### config.mk
export PLATFORM = sky130hd
export DESIGN_NAME = rx_ring_packet_deframer_top_flat
export DESIGN_NICKNAME = d
export VERILOG_FILES = /design/src/rtl/rrpd_pkg.sv /design/src/rtl/rrpd_channels.sv /design/src/rtl/rrpd_in_stage.sv /design/src/rtl/rrpd_parser.sv /design/src/rtl/rrpd_out_stage.sv /design/src/rtl/rx_ring_packet_deframer_top.sv /design/src/flat_wrapper.sv
export VERILOG_INCLUDE_DIRS = /design/src /design/src/rtl
export SDC_FILE = /design/constraint.sdc
export NUM_CORES = 1
export LEC_CHECK = 0
export BUFFER_PORTS_ARGS = -buffer_cell sky130_fd_sc_hd__buf_2
export CAP_MARGIN = 20
export CORE_MARGIN = 2
export CORE_UTILIZATION = 45
export CTS_CLUSTER_SIZE = 40
export DETAILED_ROUTE_END_ITERATION = 8
export SLEW_MARGIN = 20
export SYNTH_ARGS = -nofsm -noshare
export SYNTH_HDL_FRONTEND = slang
export SYNTH_SLANG_ARGS = --single-unit
### constraint.sdc
create_clock -name clock -period 15.61 [get_ports clock]
set_clock_uncertainty 0.1 [all_clocks]
set_input_delay 3.122 -clock clock [delete_from_list [all_inputs] [get_ports clock]]
set_output_delay 3.122 -clock clock [all_outputs]
set_load 0.02 [all_outputs]
### src/rtl/rx_ring_packet_deframer_top_macros.svh
// Assertion macros for the receive ring deframer.
// Included by the RTL files that carry concurrent checks; no other dependencies.
`ifndef RX_RING_PACKET_DEFRAMER_TOP_MACROS_SVH
`define RX_RING_PACKET_DEFRAMER_TOP_MACROS_SVH
`ifndef SYNTHESIS
// Same-cycle implication
`define RRPD_ASSERT(label, clk, rst, ante, cons) \
   label: assert property (@(posedge clk) disable iff (rst) (ante) |-> (cons)) \
      else $error("rrpd check failed");
// Next-cycle implication
`define RRPD_ASSERT_NEXT(label, clk, rst, ante, cons) \
   label: assert property (@(posedge clk) disable iff (rst) (ante) |=> (cons)) \
      else $error("rrpd check failed");
`else
`define RRPD_ASSERT(label, clk, rst, ante, cons)
`define RRPD_ASSERT_NEXT(label, clk, rst, ante, cons)
`endif
`endif

### src/rtl/rrpd_pkg.sv
// Shared types and constants for the receive ring deframer.
// No dependencies; used by the channel interfaces and every RTL module.
package rrpd_pkg;

   // Ring geometry
   localparam int RING_BYTES = 8192;
   localparam int OFFSET_W   = 16;
   localparam logic [OFFSET_W-1:0] RING_MASK = OFFSET_W'(RING_BYTES - 1);

   // Field widths
   localparam int BYTE_W   = 8;
   localparam int FLEN_W   = 11;
   localparam int PTR_W    = 13;
   localparam int DROPS_W  = 32;
   localparam int SIZE_W   = 12;
   localparam int HDR_W    = 16;

   // Header limits and framing
   localparam logic [FLEN_W-1:0]   MAX_FRAME_RESET = 11'd1518;
   localparam logic [HDR_W-1:0]    MIN_PACKET_SIZE = 16'd8;
   localparam logic [HDR_W-1:0]    CRC_BYTES       = 16'd4;
   localparam logic [OFFSET_W-1:0] PAD_ROUND       = 16'd7;
   localparam logic [OFFSET_W-1:0] HOST_PTR_BIAS   = 16'd16;

   typedef enum logic [1:0] {
      KIND_FRAME = 2'd0,
      KIND_DONE  = 2'd1,
      KIND_DROP  = 2'd2
   } rrpd_kind_type;

   // Registered ring byte waiting for the parser
   typedef struct packed {
      logic              valid;
      logic [BYTE_W-1:0] ring_byte;
   } rrpd_byte_type;

   // One result item
   typedef struct packed {
      rrpd_kind_type      result_kind;
      logic [BYTE_W-1:0]  frame_byte;
      logic               last_byte;
      logic [FLEN_W-1:0]  frame_length;
      logic [PTR_W-1:0]   read_pointer;
      logic [DROPS_W-1:0] drops_seen;
   } rrpd_result_type;

   // Parser to result register
   typedef struct packed {
      logic            load;
      rrpd_result_type result;
   } rrpd_push_type;

endpackage

### src/rtl/rrpd_channels.sv
// Valid/ready channel interfaces for ring bytes and deframer results.
// Depends on rrpd_pkg for field widths and the result kind type.
interface rrpd_req_if;
   logic                        valid;
   logic                        ready;
   logic [rrpd_pkg::BYTE_W-1:0] ring_byte;

   modport source (output valid, output ring_byte, input ready);
   modport sink   (input valid, input ring_byte, output ready);
endinterface

interface rrpd_rsp_if;
   logic                         valid;
   logic                         ready;
   rrpd_pkg::rrpd_kind_type      result_kind;
   logic [rrpd_pkg::BYTE_W-1:0]  frame_byte;
   logic                         last_byte;
   logic [rrpd_pkg::FLEN_W-1:0]  frame_length;
   logic [rrpd_pkg::PTR_W-1:0]   read_pointer;
   logic [rrpd_pkg::DROPS_W-1:0] drops_seen;

   modport source (output valid, output result_kind, output frame_byte, output last_byte,
                   output frame_length, output read_pointer, output drops_seen,
                   input ready);
   modport sink   (input valid, input result_kind, input frame_byte, input last_byte,
                   input frame_length, input read_pointer, input drops_seen,
                   output ready);
endinterface

### src/rtl/rrpd_in_stage.sv
// Input register for ring bytes.
// Depends on rrpd_pkg and the rrpd_req_if interface.
module rrpd_in_stage (
   input  logic                    clock,
   input  logic                    reset,
   rrpd_req_if.sink                req_chan,
   input  logic                    take,
   output rrpd_pkg::rrpd_byte_type in_item
);

   logic                        valid_ff, valid_in;
   logic [rrpd_pkg::BYTE_W-1:0] byte_ff, byte_in;
   logic                        accept;

   // Take a new byte whenever the register is empty or being drained
   assign req_chan.ready = !valid_ff || take;
   assign accept         = req_chan.valid && req_chan.ready;

   always_comb begin
      valid_in = valid_ff;
      byte_in  = byte_ff;
      if (accept) begin
         valid_in = 1'b1;
         byte_in  = req_chan.ring_byte;
      end else if (take) begin
         valid_in = 1'b0;
      end
   end

   always_ff @(posedge clock) begin
      if (reset) begin
         valid_ff <= 1'b0;
      end else begin
         valid_ff <= valid_in;
      end
      byte_ff <= byte_in;
   end

   assign in_item.valid     = valid_ff;
   assign in_item.ring_byte = byte_ff;

endmodule

### src/rtl/rrpd_parser.sv
// Header/payload/skip parser: holds the ring state and builds at most one result per byte.
// Depends on rrpd_pkg and the assertion macro header.
`include "rx_ring_packet_deframer_top_macros.svh"

module rrpd_parser (
   input  logic                          clock,
   input  logic                          reset,
   input  logic                          csr_wr_en,
   input  logic [rrpd_pkg::FLEN_W-1:0]   csr_wr_data,
   input  rrpd_pkg::rrpd_byte_type       in_item,
   input  logic                          out_room,
   output logic                          take,
   output rrpd_pkg::rrpd_push_type       push
);

   typedef enum logic [1:0] {
      PH_HEADER  = 2'd0,
      PH_PAYLOAD = 2'd1,
      PH_SKIP    = 2'd2
   } phase_type;

   phase_type                      phase_ff, phase_in;
   logic [rrpd_pkg::FLEN_W-1:0]    byte_count_ff, byte_count_in;
   logic                           status_good_ff, status_good_in;
   logic [rrpd_pkg::BYTE_W-1:0]    size_lo_ff, size_lo_in;
   logic [rrpd_pkg::SIZE_W-1:0]    size_ff, size_in;
   logic [rrpd_pkg::OFFSET_W-1:0]  read_offset_ff, read_offset_in;
   logic [rrpd_pkg::DROPS_W-1:0]   drop_count_ff, drop_count_in;
   logic [rrpd_pkg::FLEN_W-1:0]    max_frame_ff;

   logic [rrpd_pkg::FLEN_W-1:0]    payload_len;
   logic [rrpd_pkg::FLEN_W-1:0]    count_inc;
   logic [1:0]                     pad_len;
   logic [2:0]                     skip_len;
   logic [rrpd_pkg::HDR_W-1:0]     hdr_size;
   logic [rrpd_pkg::HDR_W-1:0]     size_limit;
   logic                           hdr_bad;
   logic [rrpd_pkg::OFFSET_W-1:0]  offset_sum;
   logic [rrpd_pkg::OFFSET_W-1:0]  next_offset;
   logic [rrpd_pkg::OFFSET_W-1:0]  host_ptr;
   logic                           emit;
   rrpd_pkg::rrpd_result_type      res;

   // Per-packet derived values
   assign payload_len = rrpd_pkg::FLEN_W'(size_ff - rrpd_pkg::SIZE_W'(rrpd_pkg::CRC_BYTES));
   assign count_inc   = byte_count_ff + 1'b1;
   assign pad_len     = 2'(2'd0 - size_ff[1:0]);
   assign skip_len    = 3'd4 + {1'b0, pad_len};
   assign hdr_size    = {in_item.ring_byte, size_lo_ff};
   assign size_limit  = rrpd_pkg::HDR_W'(max_frame_ff) + rrpd_pkg::CRC_BYTES;
   assign hdr_bad     = !status_good_ff || (hdr_size < rrpd_pkg::MIN_PACKET_SIZE) ||
                        (hdr_size > size_limit);

   // Advance the offset past CRC and padding, then bias it back for the host
   assign offset_sum  = read_offset_ff + rrpd_pkg::OFFSET_W'(size_ff) + rrpd_pkg::PAD_ROUND;
   assign next_offset = {offset_sum[rrpd_pkg::OFFSET_W-1:2], 2'b00};
   assign host_ptr    = (next_offset - rrpd_pkg::HOST_PTR_BIAS) & rrpd_pkg::RING_MASK;

   always_comb begin
      phase_in       = phase_ff;
      byte_count_in  = byte_count_ff;
      status_good_in = status_good_ff;
      size_lo_in     = size_lo_ff;
      size_in        = size_ff;
      read_offset_in = read_offset_ff;
      drop_count_in  = drop_count_ff;
      emit           = 1'b0;
      res            = '0;
      res.drops_seen = drop_count_ff;

      unique case (phase_ff)
         PH_PAYLOAD: begin
            // Pass one frame byte, mark the last
            emit             = 1'b1;
            res.result_kind  = rrpd_pkg::KIND_FRAME;
            res.frame_byte   = in_item.ring_byte;
            res.last_byte    = (count_inc >= payload_len);
            res.frame_length = payload_len;
            if (count_inc >= payload_len) begin
               phase_in      = PH_SKIP;
               byte_count_in = '0;
            end else begin
               byte_count_in = count_inc;
            end
         end
         PH_SKIP: begin
            // Drop CRC and padding; report the host pointer on the last one
            if (count_inc >= rrpd_pkg::FLEN_W'(skip_len)) begin
               emit             = 1'b1;
               res.result_kind  = rrpd_pkg::KIND_DONE;
               res.frame_length = payload_len;
               res.read_pointer = host_ptr[rrpd_pkg::PTR_W-1:0];
               read_offset_in   = next_offset;
               phase_in         = PH_HEADER;
               byte_count_in    = '0;
            end else begin
               byte_count_in = count_inc;
            end
         end
         default: begin
            // Collect the four header bytes; drop the packet on a bad header
            phase_in = PH_HEADER;
            case (byte_count_ff[1:0])
               2'd0: status_good_in = in_item.ring_byte[0];
               2'd2: size_lo_in     = in_item.ring_byte;
               default: ;
            endcase
            if (byte_count_ff[1:0] != 2'd3) begin
               byte_count_in = rrpd_pkg::FLEN_W'(byte_count_ff[1:0]) + 1'b1;
            end else begin
               byte_count_in = '0;
               if (hdr_bad) begin
                  emit             = 1'b1;
                  drop_count_in    = drop_count_ff + 1'b1;
                  read_offset_in   = '0;
                  res.result_kind  = rrpd_pkg::KIND_DROP;
                  res.drops_seen   = drop_count_ff + 1'b1;
               end else begin
                  phase_in = PH_PAYLOAD;
                  size_in  = hdr_size[rrpd_pkg::SIZE_W-1:0];
               end
            end
         end
      endcase
   end

   // Consume the byte unless its result has nowhere to go
   assign take        = in_item.valid && (!emit || out_room);
   assign push.load   = take && emit;
   assign push.result = res;

   always_ff @(posedge clock) begin
      if (reset) begin
         phase_ff       <= PH_HEADER;
         byte_count_ff  <= '0;
         status_good_ff <= 1'b0;
         size_lo_ff     <= '0;
         size_ff        <= '0;
         read_offset_ff <= '0;
         drop_count_ff  <= '0;
         max_frame_ff   <= rrpd_pkg::MAX_FRAME_RESET;
      end else begin
         if (csr_wr_en) begin
            max_frame_ff <= csr_wr_data;
         end
         if (take) begin
            phase_ff       <= phase_in;
            byte_count_ff  <= byte_count_in;
            status_good_ff <= status_good_in;
            size_lo_ff     <= size_lo_in;
            size_ff        <= size_in;
            read_offset_ff <= read_offset_in;
            drop_count_ff  <= drop_count_in;
         end
      end
   end

   `RRPD_ASSERT_NEXT(a_drop_counts_once, clock, reset,
      push.load && res.result_kind == rrpd_pkg::KIND_DROP,
      drop_count_ff == $past(drop_count_ff) + 32'd1)
   `RRPD_ASSERT(a_payload_count_bound, clock, reset,
      phase_ff == PH_PAYLOAD, byte_count_ff < payload_len)
   `RRPD_ASSERT(a_skip_count_bound, clock, reset,
      phase_ff == PH_SKIP, byte_count_ff < rrpd_pkg::FLEN_W'(skip_len))
   `RRPD_ASSERT(a_offset_aligned, clock, reset, 1'b1, read_offset_ff[1:0] == 2'd0)

endmodule

### src/rtl/rrpd_out_stage.sv
// Result register in front of the response channel.
// Depends on rrpd_pkg and the rrpd_rsp_if interface.
module rrpd_out_stage (
   input  logic                    clock,
   input  logic                    reset,
   input  rrpd_pkg::rrpd_push_type push,
   output logic                    out_room,
   rrpd_rsp_if.source              rsp_chan
);

   logic                      valid_ff, valid_in;
   rrpd_pkg::rrpd_result_type res_ff, res_in;

   // Room when empty or when the held result leaves this cycle
   assign out_room = !valid_ff || rsp_chan.ready;

   always_comb begin
      valid_in = valid_ff;
      res_in   = res_ff;
      if (push.load) begin
         valid_in = 1'b1;
         res_in   = push.result;
      end else if (rsp_chan.ready) begin
         valid_in = 1'b0;
      end
   end

   always_ff @(posedge clock) begin
      if (reset) begin
         valid_ff <= 1'b0;
      end else begin
         valid_ff <= valid_in;
      end
      res_ff <= res_in;
   end

   assign rsp_chan.valid        = valid_ff;
   assign rsp_chan.result_kind  = res_ff.result_kind;
   assign rsp_chan.frame_byte   = res_ff.frame_byte;
   assign rsp_chan.last_byte    = res_ff.last_byte;
   assign rsp_chan.frame_length = res_ff.frame_length;
   assign rsp_chan.read_pointer = res_ff.read_pointer;
   assign rsp_chan.drops_seen   = res_ff.drops_seen;

endmodule

### src/rtl/rx_ring_packet_deframer_top.sv
// Channel  | Dir | Payload                                                 | Handshake
// req_chan | in  | ring_byte                                               | valid/ready
// rsp_chan | out | result_kind frame_byte last_byte frame_length           | valid/ready
//          |     | read_pointer drops_seen                                 |
// csr      | in  | csr_wr_data (max frame length)                          | csr_wr_en
//
// One ring byte is taken per cycle unless an emitting byte waits on a full result register;
// its result, if any, passes the input register, then the result register, to rsp_chan.
// Header bytes of a good header and CRC/padding bytes before the last produce no result.
// Reset is synchronous; it clears the parser state and sets the max frame length to 1518.
// When rsp_chan stalls, the result register holds and backpressure reaches req_chan
// only once a byte that needs to emit is waiting in the input register.
module rx_ring_packet_deframer_top (
   input  logic                        clock,
   input  logic                        reset,
   rrpd_req_if.sink                    req_chan,
   rrpd_rsp_if.source                  rsp_chan,
   input  logic                        csr_wr_en,
   input  logic [rrpd_pkg::FLEN_W-1:0] csr_wr_data
);

   rrpd_pkg::rrpd_byte_type in_item;
   rrpd_pkg::rrpd_push_type push;
   logic                    take;
   logic                    out_room;

   rrpd_in_stage u_in_stage (
      .clock    (clock),
      .reset    (reset),
      .req_chan (req_chan),
      .take     (take),
      .in_item  (in_item)
   );

   rrpd_parser u_parser (
      .clock       (clock),
      .reset       (reset),
      .csr_wr_en   (csr_wr_en),
      .csr_wr_data (csr_wr_data),
      .in_item     (in_item),
      .out_room    (out_room),
      .take        (take),
      .push        (push)
   );

   rrpd_out_stage u_out_stage (
      .clock    (clock),
      .reset    (reset),
      .push     (push),
      .out_room (out_room),
      .rsp_chan (rsp_chan)
   );

endmodule
### src/flat_wrapper.sv
// flat-port wrapper written by rule: the top's interface ports become plain ports
module rx_ring_packet_deframer_top_flat 
  (clock, reset, csr_wr_en, csr_wr_data, req_chan_valid, req_chan_ring_byte, req_chan_ready, rsp_chan_valid, rsp_chan_result_kind, rsp_chan_frame_byte, rsp_chan_last_byte, rsp_chan_frame_length, rsp_chan_read_pointer, rsp_chan_drops_seen, rsp_chan_ready);
  rrpd_req_if req_chan_i ();
  rrpd_rsp_if rsp_chan_i ();
  input  logic clock;
  input  logic reset;
  input  logic csr_wr_en;
  input  logic [rrpd_pkg::FLEN_W-1:0] csr_wr_data;
  input wire logic [$bits(req_chan_i.valid)-1:0] req_chan_valid;
  input wire logic [$bits(req_chan_i.ring_byte)-1:0] req_chan_ring_byte;
  output wire logic [$bits(req_chan_i.ready)-1:0] req_chan_ready;
  output wire logic [$bits(rsp_chan_i.valid)-1:0] rsp_chan_valid;
  output wire logic [$bits(rsp_chan_i.result_kind)-1:0] rsp_chan_result_kind;
  output wire logic [$bits(rsp_chan_i.frame_byte)-1:0] rsp_chan_frame_byte;
  output wire logic [$bits(rsp_chan_i.last_byte)-1:0] rsp_chan_last_byte;
  output wire logic [$bits(rsp_chan_i.frame_length)-1:0] rsp_chan_frame_length;
  output wire logic [$bits(rsp_chan_i.read_pointer)-1:0] rsp_chan_read_pointer;
  output wire logic [$bits(rsp_chan_i.drops_seen)-1:0] rsp_chan_drops_seen;
  input wire logic [$bits(rsp_chan_i.ready)-1:0] rsp_chan_ready;
  assign req_chan_i.valid = req_chan_valid;
  assign req_chan_i.ring_byte = req_chan_ring_byte;
  assign req_chan_ready = req_chan_i.ready;
  assign rsp_chan_valid = rsp_chan_i.valid;
  assign rsp_chan_result_kind = rsp_chan_i.result_kind;
  assign rsp_chan_frame_byte = rsp_chan_i.frame_byte;
  assign rsp_chan_last_byte = rsp_chan_i.last_byte;
  assign rsp_chan_frame_length = rsp_chan_i.frame_length;
  assign rsp_chan_read_pointer = rsp_chan_i.read_pointer;
  assign rsp_chan_drops_seen = rsp_chan_i.drops_seen;
  assign rsp_chan_i.ready = rsp_chan_ready;
  rx_ring_packet_deframer_top u_core (.clock(clock), .reset(reset), .req_chan(req_chan_i), .rsp_chan(rsp_chan_i), .csr_wr_en(csr_wr_en), .csr_wr_data(csr_wr_data));
endmodule
After elaboration in Yosys (flattened, before gate mapping)
Cells that the tools add are included.
Widths: inputs -> output; s select.
{ "classes": {"addsub": 10, "n_lt_le_gt_ge": 4, "eq_ne": 7, "n_mux": 30, "bitwise_logic": 4, "n_reduce_logical": 23} }
{ "ops": {"columns": ["cell", "count"], "rows": [
  ["$mux 32", 3],
  ["$mux 16", 3],
  ["$pmux 11 s2", 2],
  ["$add 32x1->32 const B", 1],
  ["$pmux 16 s2", 1],
  ["$mux 24", 1],
  ["$mux 11", 2],
  ["$add 16x12->16", 1],
  ["$add 16x3->16 const B", 1],
  ["$gt 16x12->1", 1],
  ["$lt 16x4->1 const B", 1],
  ["$sub 13x5->13 const B", 1],
  ["$add 11x3->12 const B", 1],
  ["$add 11x1->11 const B", 1],
  ["$ge 11x11->1", 1],
  ["$ge 11x3->1", 1],
  ["$sub 11x3->11 const B", 1],
  ["$mux 1", 10],
  ["$reduce_and 3->1", 3],
  ["$mux 2", 4],
  ["$pmux 2 s2", 2],
  ["$ne 2x2->1 const B", 3],
  ["$reduce_bool 2->1", 3],
  ["$logic_or 1x1->1", 5],
  ["other kinds (16)", 25]
]} }
{ "totals": {"ff_bits": 170, "inputBits": 24, "out_inout_bits": 69, "word_cells": 95} }

Logic depth before layout (Yosys ltp)
{ "logic_depth": {"ltp_word": 12, "depth_mapped": 15} }

Hierarchy
A second synthesis with hierarchy kept.
{ "hier_totals": {"cells_unflattened": 870, "area_unflattened_um2": 8665.8} }
{ "modules_own_cells": {"columns": ["module", "n_inst", "cells_each", "area_each_um2", "seq_area_each_um2"], "rows": [
  ["rrpd_parser", 1, 785, 6304.8, 1761.7],
  ["rrpd_out_stage", 1, 71, 2058.2, 2031.9],
  ["rrpd_in_stage", 1, 14, 302.8, 260.2]
]} }

Worst setup path before layout
OpenSTA, ideal clock, no wires.
{ "synth_timing": {"kind": "in2out", "from": "input port rsp_chan_ready", "to": "output port req_chan_ready", "t_arrival_ns": 4.042, "required_time_ns": 12.388, "setup_slack_ns": 8.346, "path_stages": 5, "n_path_buf": 2, "cell_sequence": "nand2b_1 -> clkbuf_1 -> clkbuf_1 -> nor2_1 -> nand2_1"} }
{ "synth_via": {"elab_chain_len": 4} }
{ "synth_rtl": {"columns": ["item", "line", "text"], "rows": [
  ["start: declaration", "flat_wrapper.sv:20", "input wire logic [$bits(rsp_chan_i.ready)-1:0] rsp_chan_ready;"],
  ["$logic_or 1x1->1", "rrpd_out_stage.sv:15", "assign out_room = !valid_ff || rsp_chan.ready;"],
  ["$logic_or 1x1->1", "rrpd_parser.sv:128", "assign take = in_item.valid && (!emit || out_room);"],
  ["$logic_and 1x1->1", "rrpd_parser.sv:128", null],
  ["$logic_or 1x1->1", "rrpd_in_stage.sv:16", "assign req_chan.ready = !valid_ff || take;"],
  ["end: declaration", "flat_wrapper.sv:12", "output wire logic [$bits(req_chan_i.ready)-1:0] req_chan_ready;"]
]} }
No other way between the ends.

Worst setup path after layout
Same ends and word-level chain as after synthesis.

==> summary.md <==
| Metric | Value |
|---|---|
| Max Buffers Root-to-Sink | 2 |
| Asr flop ratio synth | 0% |
| Critical Path RT | 12.39 ns |
| Worst hold path depth | 2 |
| Critical path class | primary input to primary output |
| Synthesized area | 8650 um2 |
| TritonCTS clock tree | built |
| GRT Total Usage | 19.3% |
| Syn Area/Cell | 10.2 um2 |
| Post-CTS Resized | 0 |
| First-pass GRT wire length | 31,100 um |
| TritonCTS Buffers | 17 |
| Min-delay worst type | flip-flop to flip-flop |
| Distinct cells, synth | 73 |
| Most frequent cells in the layout | buf_2, dfxtp_1, nor2_1 |
| Antenna diodes | 0 |
| Critical-path maximum fanout | 14 |
| Leak | 3.80 nW |
| Synth Flop Type | dfxtp_1 |
| CTS root buf | clkbuf_16 |
| Slew HR | 37.2% |
| Clock Latency Late Sink | 0.43 ns |
| Clock transition at path regs | 0.06 ns |
| Drt total wl | 19,000 um |
| Number of nets in the layout | 1,000 |
| Seq/Total Area, Yosys | 46.2% |
| Maximum clock frequency | 137 MHz |
| Pwr dens | 89.3 nW/um2 |
| 1st-pass router iterations | 5 |
| Pin slew with the least headroom to its limit | 0.936 ns |
| Worst R2R Path Depth | 13 |
| Overflow after GRT | 0 |
| Flop2flop setup slack | 10.48 ns |
| Full die area | 20,300 um2 |
| Clock Sinks | 163 |
| Initial core utilization | 46.1% |
| Critical Path Source Type | primary input |
| Fin crit period | 7.28 ns |
| Final setup violation count | 0 |
| Initial antenna violation count | 0 |
| Die width | 143 um |
| Finished layout cell area | 9830 um2 |
| Placeable Area | 18,800 um2 |
| Vias in the first global route | 6,052 |
| Max Cap Viol | 0 |
| Setup bufs post-CTS | 0 |
| Crit Reg-Reg Endpoint | u_core.u_out_stage.rsp_chan.read_pointer[11] |
| Cts hold-fix bufs | 0 |
| CP Capture Type | primary output |
| DRT antenna net count | 0 |
| Die Height | 143 um |
| Via count | 6,343 |
| Reg2reg start | u_core.u_parser.max_frame_ff[4] |
| Fin. max-slew vios | 0 |
| Post-Synthesis Cells | 846 |
| Proportion of layout cells with a drive suffix above 1 | 16.0% |
| Crit path DAT | 4.05 ns |
| Vias/cell | 5.43 |
| Period Utilization, post-route | 46.6% |
| Final Hold Violating Endpoints | 0 |
| I/O pin total | 93 |
| IO buf count | 90 |
| Row count | 50 |
| Status | finished clean |
| Min-delay src | u_core.u_parser.read_offset_ff[7] |
| Synth-to-layout area growth | 13.6% |
| DP Area | 9270 um2 |
| Wire length per cell | 16.3 um |
| DP HPWL | 13,600 um |
| Syn. warnings | 0 |
| Register bit total from synthesis | 163 |
| H-tree depth | 4 |
| Final TNS setup | 0 ns |
| Count of flip-flops with a built-in enable after synthesis | 73 |
| RSZ-0062 raised after global routing | false |
| Worst IR Drop VDD | 0.0000767 V |
| Placer's final routability congestion estimate | 0.859 |
| 1st-iter DRT viols | 431 |
| Largest net degree at the start of global routing | 76 |
| # DRC | 0 |
| Hold endpoint | u_core.u_parser.read_offset_ff[7] |
## cell families after synthesis
kind of cell,synth area share [%]
xor gates and xnor gates,8.71
and+or+nand+nor,18.8
AOI/OAI and AO/OA,11.2
adders and majority gates,8.04
buffers and inverters,3.10
DFF,46.2
other,0.0434
muxes,3.99
## sequential cells by signal, indices dropped and copies added, names as in the netlist, 2 cells and up
name / flops
u_core.u_in_stage.byte_ff: 8
u_core.u_out_stage.rsp_chan.drops_seen: 32
u_core.u_out_stage.rsp_chan.frame_byte: 8
u_core.u_out_stage.rsp_chan.frame_length: 11
u_core.u_out_stage.rsp_chan.read_pointer: 11
u_core.u_out_stage.rsp_chan.result_kind: 2
u_core.u_parser.byte_count_ff: 11
u_core.u_parser.drop_count_ff: 32
u_core.u_parser.max_frame_ff: 11
u_core.u_parser.phase_ff: 2
u_core.u_parser.read_offset_ff: 11
u_core.u_parser.size_ff: 12
u_core.u_parser.size_lo_ff: 8
## metal layers
| metal | track usage, % | wire (um) |
|---|---|---|
| met4 | 5.89 | 249 |
| met1 | 25.6 | 9000 |
| met3 | 3.12 | 535 |
| met2 | 32.6 | 9250 |
| met5 | 0 | 0 |
## layout make-up
type                            count  area, um2
Multi-Input combinational cell    618       4400
Tap cell                          234        293
Sequential cell                   163       3990
Clock buffer                       20        457
Timing Repair Buffer               96        495
Clock inverter                     12       95.1
Inverter                           25       93.8
Fill cell                        1744       8940
## through the flow
stage          setup slack [ns]  hold WS, ns  utilization [%]  cells  power [mW]
3_5_place_dp               8.33        0.356             49.4   1136       0.496
4_1_cts                    8.33        0.366             52.4   1168       0.888
2_1_floorplan              8.35        0.336                -    847       0.484
6_report                   8.33        0.366             52.4   1168       0.878
5_1_grt                    8.16        0.404             52.4   1168       0.908
3_3_place_gp               8.35        0.345             49.4   1136       0.495
## cell usage after synthesis (all sizes together), types with 2 or more instances
library cell	n	area (um2)
a211o	3	26.3
mux2i	30	300
o21a	4	30.0
a21o	6	45.0
a211oi	3	22.5
nor4	9	98.8
clkbuf	26	97.6
and4	8	70.1
edfxtp	73	2190
o211ai	4	30.0
or3	11	68.8
mux2	4	45.0
o211a	3	30.0
or2	6	37.5
and3	13	81.3
o21ai	26	141
dfxtp	90	1800
nand4b	2	17.5
nand3b	6	45.0
nand3	35	188
nand4	19	125
nor2	83	312
inv	24	90.1
a31o	8	70.1
nor3	24	125
o31a	2	17.5
buf	15	76.3
and2	13	81.3
xnor2	55	482
a311oi	2	17.5
or4	5	45.0
a2111oi	2	37.5
nor2b	13	81.3
o31ai	9	67.6
a22o	5	43.8
nand2	57	214
o2111ai	7	78.8
o22ai	2	12.5
xor2	31	272
nand2b	4	25.0
a21oi	32	160
ha	54	676
a31oi	3	18.8
a2bb2oi	2	17.5
o41ai	3	45.1
## worst max-delay path, stage by stage
cell	delay (ns)
buf_2	0.11
nand2b_1	0.13
buf_4	0.19
nor2_1	0.16
nand2_1	0.11
buf_2	0.22
## worst max-delay path by stage
stage,start,end
after global placement,rsp_chan_ready,req_chan_ready
after floorplan,rsp_chan_ready,req_chan_ready
after CTS,rsp_chan_ready,req_chan_ready
after detailed placement,rsp_chan_ready,req_chan_ready
after global routing,u_core.u_parser.max_frame_ff[4],req_chan_ready
final,rsp_chan_ready,req_chan_ready
## where the power goes
| group | leakage (nW) | total [mW] | internal, mW | switching, mW |
|---|---|---|---|---|
| sequential | 1.32 | 0.454 | 0.447 | 0.00668 |
| clock | 0.266 | 0.391 | 0.215 | 0.177 |
| combinational | 2.22 | 0.0324 | 0.0125 | 0.0199 |
(Power assumes the default switching activity.)
